[src/sv/fpsa_pkg.sv]
// fpsa_pkg: shared types, constants and helper for the fixed pool slot allocator
// no dependencies; used by fixed_pool_slot_allocator, fpsa_ram and the testbench
package fpsa_pkg;

  localparam int POOL_SIZE_DEF = 16;
  localparam int WORD_W        = 16;
  localparam int BIT_W         = 4;
  localparam int IDX_W         = 8;
  localparam int KIND_W        = 1;
  localparam int GRANT_W       = 7;
  localparam int STATUS_W      = 2;
  localparam int CNT_W         = 8;
  localparam int OUT_DATA_W    = 16;

  typedef enum logic [KIND_W-1:0] {
    KIND_ALLOC = 1'b0,
    KIND_FREE  = 1'b1
  } kind_t;

  typedef enum logic [STATUS_W-1:0] {
    ST_OK           = 2'd0,
    ST_EMPTY        = 2'd1,
    ST_INVALID      = 2'd2,
    ST_ALREADY_FREE = 2'd3
  } status_t;

  // lowest set bit of a free-map word
  function automatic logic [BIT_W-1:0] lowest_one(input logic [WORD_W-1:0] w);
    logic [BIT_W-1:0] pos;
    pos = '0;
    for (int i = WORD_W - 1; i >= 0; i--) begin
      if (w[i]) begin
        pos = BIT_W'(i);
      end
    end
    return pos;
  endfunction

endpackage

[src/sv/fpsa_ram.sv]
// fpsa_ram: generic simple dual-port ram, one write and one registered read port
// default width taken from fpsa_pkg
module fpsa_ram #(
  parameter int WIDTH = fpsa_pkg::WORD_W,
  parameter int DEPTH = 1,
  parameter int AW    = (DEPTH > 1) ? $clog2(DEPTH) : 1
) (
  input  logic             clk,
  input  logic             we,
  input  logic [AW-1:0]    waddr,
  input  logic [WIDTH-1:0] wdata,
  input  logic             re,
  input  logic [AW-1:0]    raddr,
  output logic [WIDTH-1:0] rdata
);

  logic [WIDTH-1:0] mem [DEPTH];

  always_ff @(posedge clk) begin
    if (we) begin
      mem[waddr] <= wdata;
    end
    if (re) begin
      rdata <= mem[raddr];
    end
  end

endmodule

[src/sv/fixed_pool_slot_allocator.sv]
// fixed_pool_slot_allocator: bitmap free-slot allocator over a pool of slots
// steps: idle takes a request and reads its free-map word, modify updates and writes the word,
//   output loads the result register once free; pool empty or invalid index go from idle to output
// throughput: one item at a time, set by the read-modify-write of one free-map word through
//   the registered-read ram; reset: synchronous, active low; rows read as their reset contents
//   until first written, so no clearing pass; depends on fpsa_pkg and fpsa_ram
module fixed_pool_slot_allocator #(
  parameter int POOL_SIZE = fpsa_pkg::POOL_SIZE_DEF
) (
  input  logic                            clk,
  input  logic                            rst_n,
  input  logic                            in_tvalid,
  output logic                            in_tready,
  input  logic [fpsa_pkg::IDX_W-1:0]      in_tdata,   // [7:0] slot_index
  input  logic [fpsa_pkg::KIND_W-1:0]     in_tuser,   // [0] kind
  output logic                            out_tvalid,
  input  logic                            out_tready,
  output logic [fpsa_pkg::OUT_DATA_W-1:0] out_tdata,  // [6:0] granted_index, [14:7] free_slots
  output logic [fpsa_pkg::STATUS_W-1:0]   out_tuser   // [1:0] status
);
  import fpsa_pkg::*;

  localparam int NWORDS  = (POOL_SIZE + WORD_W - 1) / WORD_W;
  localparam int WADDR_W = (NWORDS > 1) ? $clog2(NWORDS) : 1;

  typedef enum logic [2:0] {
    S_IDLE = 3'b001,
    S_MOD  = 3'b010,
    S_OUT  = 3'b100
  } state_t;

  state_t                 state_r, state_nxt;
  kind_t                  kind_r, kind_nxt;
  logic [WADDR_W-1:0]     addr_r, addr_nxt;
  logic [BIT_W-1:0]       bit_r, bit_nxt;
  logic [CNT_W-1:0]       free_cnt_r, free_cnt_nxt;
  logic [NWORDS-1:0]      row_valid_r, row_valid_nxt;
  logic [NWORDS-1:0]      avail_r, avail_nxt;
  logic [GRANT_W-1:0]     res_grant_r, res_grant_nxt;
  status_t                res_status_r, res_status_nxt;
  logic                   out_valid_r, out_valid_nxt;
  logic [GRANT_W-1:0]     out_grant_r, out_grant_nxt;
  status_t                out_status_r, out_status_nxt;
  logic [CNT_W-1:0]       out_free_r, out_free_nxt;

  logic                   ram_we, ram_re;
  logic [WADDR_W-1:0]     ram_raddr;
  logic [WORD_W-1:0]      ram_wdata, ram_rdata;
  logic [WORD_W-1:0]      init_word, word_cur;
  logic [BIT_W-1:0]       alloc_bit;

  function automatic logic [WADDR_W-1:0] first_row(input logic [NWORDS-1:0] v);
    logic [WADDR_W-1:0] r;
    r = '0;
    for (int i = NWORDS - 1; i >= 0; i--) begin
      if (v[i]) begin
        r = WADDR_W'(i);
      end
    end
    return r;
  endfunction

  fpsa_ram #(
    .WIDTH(WORD_W),
    .DEPTH(NWORDS),
    .AW   (WADDR_W)
  ) u_free_map (
    .clk  (clk),
    .we   (ram_we),
    .waddr(addr_r),
    .wdata(ram_wdata),
    .re   (ram_re),
    .raddr(ram_raddr),
    .rdata(ram_rdata)
  );

  // reset contents of a row: slots inside the pool are free
  always_comb begin
    for (int i = 0; i < WORD_W; i++) begin
      init_word[i] = ((int'(addr_r) * WORD_W + i) < POOL_SIZE);
    end
  end

  assign word_cur  = row_valid_r[addr_r] ? ram_rdata : init_word;
  assign alloc_bit = lowest_one(word_cur);
  assign in_tready = (state_r == S_IDLE);

  always_comb begin
    state_nxt      = state_r;
    kind_nxt       = kind_r;
    addr_nxt       = addr_r;
    bit_nxt        = bit_r;
    free_cnt_nxt   = free_cnt_r;
    row_valid_nxt  = row_valid_r;
    avail_nxt      = avail_r;
    res_grant_nxt  = res_grant_r;
    res_status_nxt = res_status_r;
    out_valid_nxt  = out_valid_r;
    out_grant_nxt  = out_grant_r;
    out_status_nxt = out_status_r;
    out_free_nxt   = out_free_r;
    ram_we         = 1'b0;
    ram_re         = 1'b0;
    ram_raddr      = addr_r;
    ram_wdata      = word_cur;

    if (out_valid_r && out_tready) begin
      out_valid_nxt = 1'b0;
    end

    unique case (state_r)
      S_IDLE: begin
        if (in_tvalid) begin
          kind_nxt      = kind_t'(in_tuser);
          bit_nxt       = in_tdata[BIT_W-1:0];
          res_grant_nxt = '0;
          if (kind_t'(in_tuser) == KIND_ALLOC) begin
            if (avail_r == '0) begin
              res_status_nxt = ST_EMPTY;
              state_nxt      = S_OUT;
            end else begin
              addr_nxt  = first_row(avail_r);
              ram_re    = 1'b1;
              ram_raddr = first_row(avail_r);
              state_nxt = S_MOD;
            end
          end else if (in_tdata >= IDX_W'(POOL_SIZE)) begin
            res_status_nxt = ST_INVALID;
            state_nxt      = S_OUT;
          end else begin
            addr_nxt  = WADDR_W'(in_tdata >> BIT_W);
            ram_re    = 1'b1;
            ram_raddr = WADDR_W'(in_tdata >> BIT_W);
            state_nxt = S_MOD;
          end
        end
      end
      S_MOD: begin
        state_nxt = S_OUT;
        if (kind_r == KIND_ALLOC) begin
          ram_wdata              = word_cur & ~(WORD_W'(1) << alloc_bit);
          ram_we                 = 1'b1;
          row_valid_nxt[addr_r]  = 1'b1;
          avail_nxt[addr_r]      = |(word_cur & ~(WORD_W'(1) << alloc_bit));
          free_cnt_nxt           = free_cnt_r - CNT_W'(1);
          res_grant_nxt          = GRANT_W'({addr_r, alloc_bit});
          res_status_nxt         = ST_OK;
        end else if (word_cur[bit_r]) begin
          res_status_nxt = ST_ALREADY_FREE;
        end else begin
          ram_wdata             = word_cur | (WORD_W'(1) << bit_r);
          ram_we                = 1'b1;
          row_valid_nxt[addr_r] = 1'b1;
          avail_nxt[addr_r]     = 1'b1;
          free_cnt_nxt          = free_cnt_r + CNT_W'(1);
          res_status_nxt        = ST_OK;
        end
      end
      S_OUT: begin
        if (!out_valid_r || out_tready) begin
          out_valid_nxt  = 1'b1;
          out_grant_nxt  = res_grant_r;
          out_status_nxt = res_status_r;
          out_free_nxt   = free_cnt_r;
          state_nxt      = S_IDLE;
        end
      end
      default: begin
        state_nxt = S_IDLE;
      end
    endcase
  end

  always_ff @(posedge clk) begin
    if (!rst_n) begin
      state_r     <= S_IDLE;
      free_cnt_r  <= CNT_W'(POOL_SIZE);
      row_valid_r <= '0;
      avail_r     <= '1;
      out_valid_r <= 1'b0;
    end else begin
      state_r     <= state_nxt;
      free_cnt_r  <= free_cnt_nxt;
      row_valid_r <= row_valid_nxt;
      avail_r     <= avail_nxt;
      out_valid_r <= out_valid_nxt;
    end
  end

  always_ff @(posedge clk) begin
    kind_r       <= kind_nxt;
    addr_r       <= addr_nxt;
    bit_r        <= bit_nxt;
    res_grant_r  <= res_grant_nxt;
    res_status_r <= res_status_nxt;
    out_grant_r  <= out_grant_nxt;
    out_status_r <= out_status_nxt;
    out_free_r   <= out_free_nxt;
  end

  assign out_tvalid = out_valid_r;
  assign out_tdata  = OUT_DATA_W'({out_free_r, out_grant_r});
  assign out_tuser  = out_status_r;

  a_cnt_bound: assert property (@(posedge clk) disable iff (!rst_n)
    free_cnt_r <= CNT_W'(POOL_SIZE))
    else $error("free count above pool size");

  a_we_in_mod: assert property (@(posedge clk) disable iff (!rst_n)
    ram_we |-> state_r == S_MOD)
    else $error("free-map write outside modify state");

  a_alloc_hit: assert property (@(posedge clk) disable iff (!rst_n)
    (state_r == S_MOD && kind_r == KIND_ALLOC) |-> word_cur != '0)
    else $error("allocate row has no free slot");

  a_alloc_dec: assert property (@(posedge clk) disable iff (!rst_n)
    (state_r == S_MOD && kind_r == KIND_ALLOC) |=> free_cnt_r == $past(free_cnt_r) - CNT_W'(1))
    else $error("allocate did not take one slot");

  a_empty_cnt: assert property (@(posedge clk) disable iff (!rst_n)
    (avail_r == '0) |-> free_cnt_r == '0)
    else $error("row summary and free count disagree");

endmodule

[config.mk]
export PLATFORM = sky130hd
export DESIGN_NAME = fixed_pool_slot_allocator
export DESIGN_NICKNAME = d
export VERILOG_FILES = /design/src/sv/fpsa_pkg.sv /design/src/sv/fpsa_ram.sv /design/src/sv/fixed_pool_slot_allocator.sv
export SDC_FILE = /design/constraint.sdc
export NUM_CORES = 1
export LEC_CHECK = 0
export ABC_CLOCK_PERIOD_IN_PS = 3200
export CAP_MARGIN = 20
export CORE_ASPECT_RATIO = 0.9
export CORE_MARGIN = 2
export CORE_UTILIZATION = 63
export DETAILED_ROUTE_END_ITERATION = 12
export DONT_BUFFER_PORTS = 1
export MAX_ROUTING_LAYER = met4
export PLACE_DENSITY = 0.79
export SYNTH_ARGS = -nofsm -noshare
export SYNTH_HDL_FRONTEND = slang
export SYNTH_SLANG_ARGS = --single-unit
[constraint.sdc]
create_clock -name clk -period 3.2 [get_ports clk]
set_input_delay 0.32 -clock clk [delete_from_list [all_inputs] [get_ports clk]]
set_output_delay 0.32 -clock clk [all_outputs]
set_load 0.005 [all_outputs]
### Word level (Yosys, flattened, before mapping)

Memory sizes are Yosys's and may differ from the RTL's. A register that Yosys moved wholly into a read port is not among the register bits.
Cells that the tools add are included.

| cells by class | value |
|---|---|
| div/mod/pow operators | 0 |
| bitwise operators | 5 |
| reduce and logical (&&, ||, !) cells | 12 |
| $add $sub $neg | 17 |
| shift-type cells | 2 |
| $mul | 0 |
| $lt $le $gt $ge | 20 |
| multiplexer cells | 65 |
| eq/ne operators | 9 |

Operators by type and width:

| cell | number |
|---|---|
| < comparator 6 x 5 -> 1 bit (second input constant) | 15 |
| two-way mux 16 bit | 4 |
| two-way mux 4 bit | 16 |
| adder 5 x 4 -> 6 bit (second input constant) | 8 |
| << shifter 1 x 4 -> 16 bit (first input constant) | 2 |
| two-way mux 1 bit | 25 |
| adder 5 x 3 -> 6 bit (second input constant) | 4 |
| bitwise AND 16 bit | 1 |
| two-way mux 8 bit | 2 |
| inverter 16 bit | 1 |
| OR 16 bit | 1 |
| OR reduction 16 bit | 1 |
| two-way mux 3 bit | 5 |
| two-way mux 7 bit | 2 |
| one-hot mux 7 bit (2 select lines) | 1 |
| adder 5 x 2 -> 6 bit (second input constant) | 2 |
| two-way mux 2 bit | 6 |
| one-hot mux 3 bit (3 select lines) | 1 |
| adder 8 x 1 -> 8 bit (second input constant) | 1 |
| >= comparator 8 x 5 -> 1 bit (second input constant) | 1 |
| != test 2 bit (second input constant) | 4 |
| AND reduction 2 bit | 4 |
| subtractor 8 x 1 -> 8 bit (second input constant) | 1 |
| adder 5 x 1 -> 6 bit (second input constant) | 1 |
| other kinds (19) | 21 |

| word-level totals | value |
|---|---|
| register bits | 46 |
| logic and storage cells | 144 |
| memories kept | 1 |
| latch bits | 0 |
| memory bits (writable) | 16 |
| output and inout bits | 20 |
| memory bits (read-only) | 0 |
| bits of input ports | 13 |

Memories:

| name | depth | width | rd ports | clocked after Yosys merged registers in | write ports | line | RTL |
|---|---|---|---|---|---|---|---|
| u_free_map.mem | 1 | 16 | 1 | 1 | 1 | fpsa_ram.sv:17 | `logic [WIDTH-1:0] mem [DEPTH];` |

### Logic depth before layout (Yosys ltp)

| logic depth | value |
|---|---|
| depth after elaboration | 25 |
| gate-level depth with buffers | 12 |
| depth with buffers taken out | 10 |

### Hierarchy

From an unflattened synthesis, not the netlist that was laid out.

| unflattened totals | value |
|---|---|
| cell total of the unflattened synthesis | 335 |
| area total of the unflattened synthesis | 3,752.3 µm² |

Modules (own cells, without submodules):

| module | times used | area each (µm²) | sequential area each (µm²) | cells each |
|---|---|---|---|---|
| fixed_pool_slot_allocator | 1 | 2,791.4 | 1,111.1 | 303 |
| fpsa_ram | 1 | 960.9 | 960.9 | 32 |

### Worst setup path after synthesis

Ideal clock, no wire load.

| path | value |
|---|---|
| path type | register -> register |
| from | register bit_r[0] |
| to | memory u_free_map.mem[0][0] in the netlist's numbering, enable pin |
| period minus slack after synthesis | 2.647 ns |
| buffers on the path | 2 |
| required time | 2.829 ns |
| data arrival time | 2.276 ns |
| library setup time | 0.371 ns |
| stages on the path, launching flop included | 10 |
| path slack | 0.553 ns |
| path through | edfxtp_1 buf_6 mux4_2 a21oi_1 nor2_1 or4_4 nand2_1 nor2_1 buf_2 inv_1 |

| between the ends | value |
|---|---|
| cells in the longest elaborated chain, start to end | 7 |

RTL lines:

| what | line | RTL |
|---|---|---|
| from (decl) | fixed_pool_slot_allocator.sv:35 | `logic [BIT_W-1:0] bit_r, bit_nxt;` |
| from (signal assigned) | fixed_pool_slot_allocator.sv:193 | `bit_r <= bit_nxt;` |
| binary-select mux 1 bit (select 4 bit) | fixed_pool_slot_allocator.sv:148 | `end else if (word_cur[bit_r]) begin` |
| two-way mux 1 bit (not written as such) | fixed_pool_slot_allocator.sv:148 |  |
| two-way mux 1 bit | fixed_pool_slot_allocator.sv:148 |  |
| two-way mux 1 bit | fixed_pool_slot_allocator.sv:140 | `if (kind_r == KIND_ALLOC) begin` |
| two-way mux 1 bit | fixed_pool_slot_allocator.sv:111 | `unique case (state_r)` |
| via ram_we | fixed_pool_slot_allocator.sv:46 | `logic ram_we, ram_re;` |
| two-way mux 1 bit | fpsa_ram.sv:20 | `if (we) begin` |
| two-way mux 1 bit (not written as such) | fpsa_ram.sv:21 | `mem[waddr] <= wdata;` |
| to (decl) | fpsa_ram.sv:17 |  |

The timed path passes the listed nets, and every way through them passes these cells. The select of a mux whose other input is x is not followed.

### Worst setup path in the final report

| path | value |
|---|---|
| from | register bit_r[1] |
| to | register res_status_r[0], data pin |

| between the ends | value |
|---|---|
| cells in the longest elaborated chain, start to end | 5 |

RTL lines:

| what | line | RTL |
|---|---|---|
| binary-select mux 1 bit (select 4 bit) | fixed_pool_slot_allocator.sv:148 |  |
| two-way mux 1 bit (not written as such) | fixed_pool_slot_allocator.sv:148 |  |
| two-way mux 2 bit | fixed_pool_slot_allocator.sv:148 |  |
| two-way mux 2 bit | fixed_pool_slot_allocator.sv:140 |  |
| one-hot mux 2 bit (2 select lines) | fixed_pool_slot_allocator.sv:111 |  |
| via res_status_nxt[0] | fixed_pool_slot_allocator.sv:40 | `status_t res_status_r, res_status_nxt;` |
| to (signal assigned) | fixed_pool_slot_allocator.sv:195 | `res_status_r <= res_status_nxt;` |
| to (decl) | fixed_pool_slot_allocator.sv:40 |  |

The timed path passes the listed nets, and every way through them passes these cells. The select of a mux whose other input is x is not followed.
A chain may end at the register's enable or synchronous reset.

==> out/results.ini <==
[placement]
pre_cts_ws_ns = 0.3235
place.gp.congestion = 1.065
dp_hpwl_mm = 6.990
numPortBuffers = 0

[routing]
wl_per_cell_um = 21.75
drc_errors = 0
routed_wl_mm = 9.808
viasPerCell = 6.634
drt-initial-drc-count = 382
drtPass1Iterations = 6
num_vias = 2992
antenna_left = 0

[logic_synthesis]
synth_top_area_share_pct = 47.14
synth_top_family_by_area = simple AND/OR/NAND/NOR gates
synth-edff-count = 60
ys_ff_latch = 74
syn-cell-area_um2 = 3822
synth_compound_area_share_pct = 16.50
syn_area_per_cell_um2 = 10.50
yosys-top-cells-area = edfxtp_1, dfxtp_1, a21oi_1
synthMuxAreaShare_pct = 3.470
ys_async_sr_fraction_pct = 0
dominantRegCellSynth = edfxtp_1
synth_top_area_cell = edfxtp_1
synthAdderAreaFrac_pct = 2.488
synth_xor_area_share_pct = 1.375
synthSimpleGateAreaFrac_pct = 18.17
yosys_warnings = 0
netlist_instances = 364
synth_cell_types = 62
ys_seq_area_share_pct = 54.47

[worst_setup_path]
cpPeakStageDelay_ns = 0.74
required_ns = 3.40
crit_chain = mux2i_1, a211oi_1, a31oi_1, o2111ai_1, nand2_1, nor2_1, inv_1, buf_4, a21oi_1
cp_slowest_cell = nor2_1
crit_start = bit_r[1]$_DFFE_PP_
critPathKind = reg -> reg
crit_arrival_ns = 3.15
setup.worst_path.end_class = flop
worstSetupStartpointType = flop
reg2reg_from = bit_r[1]$_DFFE_PP_
path_max_fanout = 18

[global_route]
grt_pass1_vias = 2923
grtUsageMet2_pct = 45.43
overflow = 0
grt_util_met3_pct = 9.043
grt_max_degree = 19
grt_usage_pct = 32.29
gr-usage-met1_pct = 46.08
grt.busiest_layer = met1
grt_pass1_wl_mm = 15.77
grt_antenna_before_repair = 0

[job]
cap_viol_max_count = 0

[sta]
setup_tns_ns = 0
hold_viol = 0
grt_setup_unrepaired = no
setup_slack_ns = 0.2455
setup_viol_count_final = 0
max_clock_freq_ghz = 0.3385
fin_crit_sh_pct = 92.33
timing.slew.headroom_pct = 35.72
fin_skew_ns = 0.01254
worstMarginPinSlew_ns = 0.9607
fin_crit_ns = 2.954
slew_violations = 0

[die]
ioPinCount = 33
die_y_um = 77.90
coreArea_um2 = 5758
die_w_um = 86.11
num_rows = 26
dieArea_um2 = 6707
start_util_pct = 66.38

[power_and_ir_drop]
seqPwrFrac_pct = 54.9
p_leak_nw = 1.487
sw_frac_of_total_pct = 25.48
power.density_nw_per_um2 = 485.1
vdd_ir_drop_max_mv = 0.3194
pwr-share-clk_pct = 36.6
power.internal_w = 0.001497
p_comb_share_pct = 8.4
power.switching_w = 0.0005117

[clock_tree]
postCtsSetupBuffers = 0
path_clk_slew_ns = 0.08
cts_tree = yes
cts_max_level = 3
clockBufferDepth = 2
cts_inserted_buffers = 9
cts-resized-gates = 0
clk_latency_ns = 0.35
cts_root_buf = clkbuf_8
clkSinkCount = 74
cts_hold_buf = 0

[hold_path]
hp-class = in -> reg
hold_start = rst_n

[finish]
diodes = 0
area_growth_pct = 8.314
final_common_cell = edfxtp_1
fin_util_pct = 71.90
nFillCells = 425
nets = 396
drive_gt1_share_pct = 9.449
layout_common_cells = edfxtp_1, a21oi_1, nor2_1
multiInputGateArea_um2 = 1617
regArea_um2 = 2082

[run_status]
status = complete, no violations

[state kept, by name (all words and copies together) (netlist names)]
| signal | count |
|---|---|
| addr_r | 1 |
| avail_r | 1 |
| bit_r | 4 |
| free_cnt_r | 8 |
| kind_r | 1 |
| out_free_r | 8 |
| out_grant_r | 5 |
| out_tuser | 2 |
| out_tvalid | 1 |
| res_grant_r | 5 |
| res_status_r | 2 |
| row_valid_r | 1 |
| state_r | 3 |
| u_free_map.mem | 16 |
| u_free_map.rdata | 16 |
[routing by layer]
metal	wire length (µm)	vias to the layer above
met1	4293	1398
met5	0	-
li1	-	1373
met3	945	24
met2	4359	197
met4	209	0
[Yosys cell counts, types with 3 or more instances]
| master | count |
|---|---|
| edfxtp_1 | 60 |
| a21oi_1 | 39 |
| nor2_1 | 38 |
| nand2_1 | 35 |
| dfxtp_1 | 14 |
| nor2b_1 | 14 |
| o21ai_0 | 14 |
| inv_1 | 11 |
| mux2i_1 | 11 |
| nand3_1 | 10 |
| nand2b_1 | 8 |
| a31oi_1 | 6 |
| clkbuf_1 | 6 |
| ha_1 | 6 |
| nor3b_1 | 6 |
| and2_1 | 5 |
| buf_4 | 5 |
| xnor2_1 | 5 |
| o31ai_1 | 4 |
| a211oi_1 | 3 |
| buf_2 | 3 |
| nand4_1 | 3 |
| nor4_1 | 3 |
| o2111ai_1 | 3 |
| o211ai_1 | 3 |
| o21bai_1 | 3 |
| o22ai_1 | 3 |
| o31a_1 | 3 |
| or3b_1 | 3 |
[logic make-up (layout without fill, tap and decap cells)]
| group | Yosys count | count (layout) |
|---|---|---|
| buffers and inverters | 27 | 42 |
| AOI/OAI and AO/OA | 100 | 100 |
| xor gates and xnor gates | 6 | 6 |
| and+or+nand+nor | 137 | 137 |
| DFF | 74 | 74 |
| other | 1 | 3 |
| adders and majority gates | 7 | 7 |
| muxes | 12 | 12 |
[final cells by class]
type,instances,share of cell area [%]
multi-input cells,265,39.05
clock buffers,9,2.992
repair buffers,15,2.720
flip-flops and latches,74,50.29
clock inverters,7,1.843
inverters,11,0.9973
well taps,70,2.115
[critical path: cells and delay by family (launching register included)]
kind | cells | cell delay, ns
DFF | 1 | 0.69
muxes | 1 | 0.15
AOI/OAI and AO/OA | 4 | 0.73
and+or+nand+nor | 2 | 0.86
buffers and inverters | 2 | 0.37
[power groups by stage]
stage,clock (W),sequential (W),combinational (W)
after floorplan,0,0.00111,0.000129
after detailed placement,0,0.00112,0.000163
after CTS,0.000740,0.00110,0.000165
after global routing,0.000782,0.00111,0.000186
after global placement,0,0.00112,0.000162
final,0.000735,0.00110,0.000170
[worst paths after layout]
kind,end,slack [ns],cells past startpoint
min,state_r[0]$_SDFFE_PN1P_,0.03,1
min reg2reg,u_free_map.rdata[13]$_DFFE_PP_,0.42,0
max reg2reg,res_status_r[0]$_DFFE_PP_,0.25,9
max,res_status_r[0]$_DFFE_PP_,0.25,9
[stage by stage]
step | instance area, µm² | hold slack [ns] | total power (W) | cells
floorplan | 3830 | 0.4003 | 0.001238 | 366
global placement | 3940 | 0.3861 | 0.001284 | 435
detailed placement | 3940 | 0.3915 | 0.001288 | 435
CTS | 4140 | 0.02734 | 0.002007 | 451
global route | 4140 | 0.01649 | 0.002076 | 451
finish | 4140 | 0.03228 | 0.002008 | 451
No activity file was read; power rests on OpenSTA's default activity.
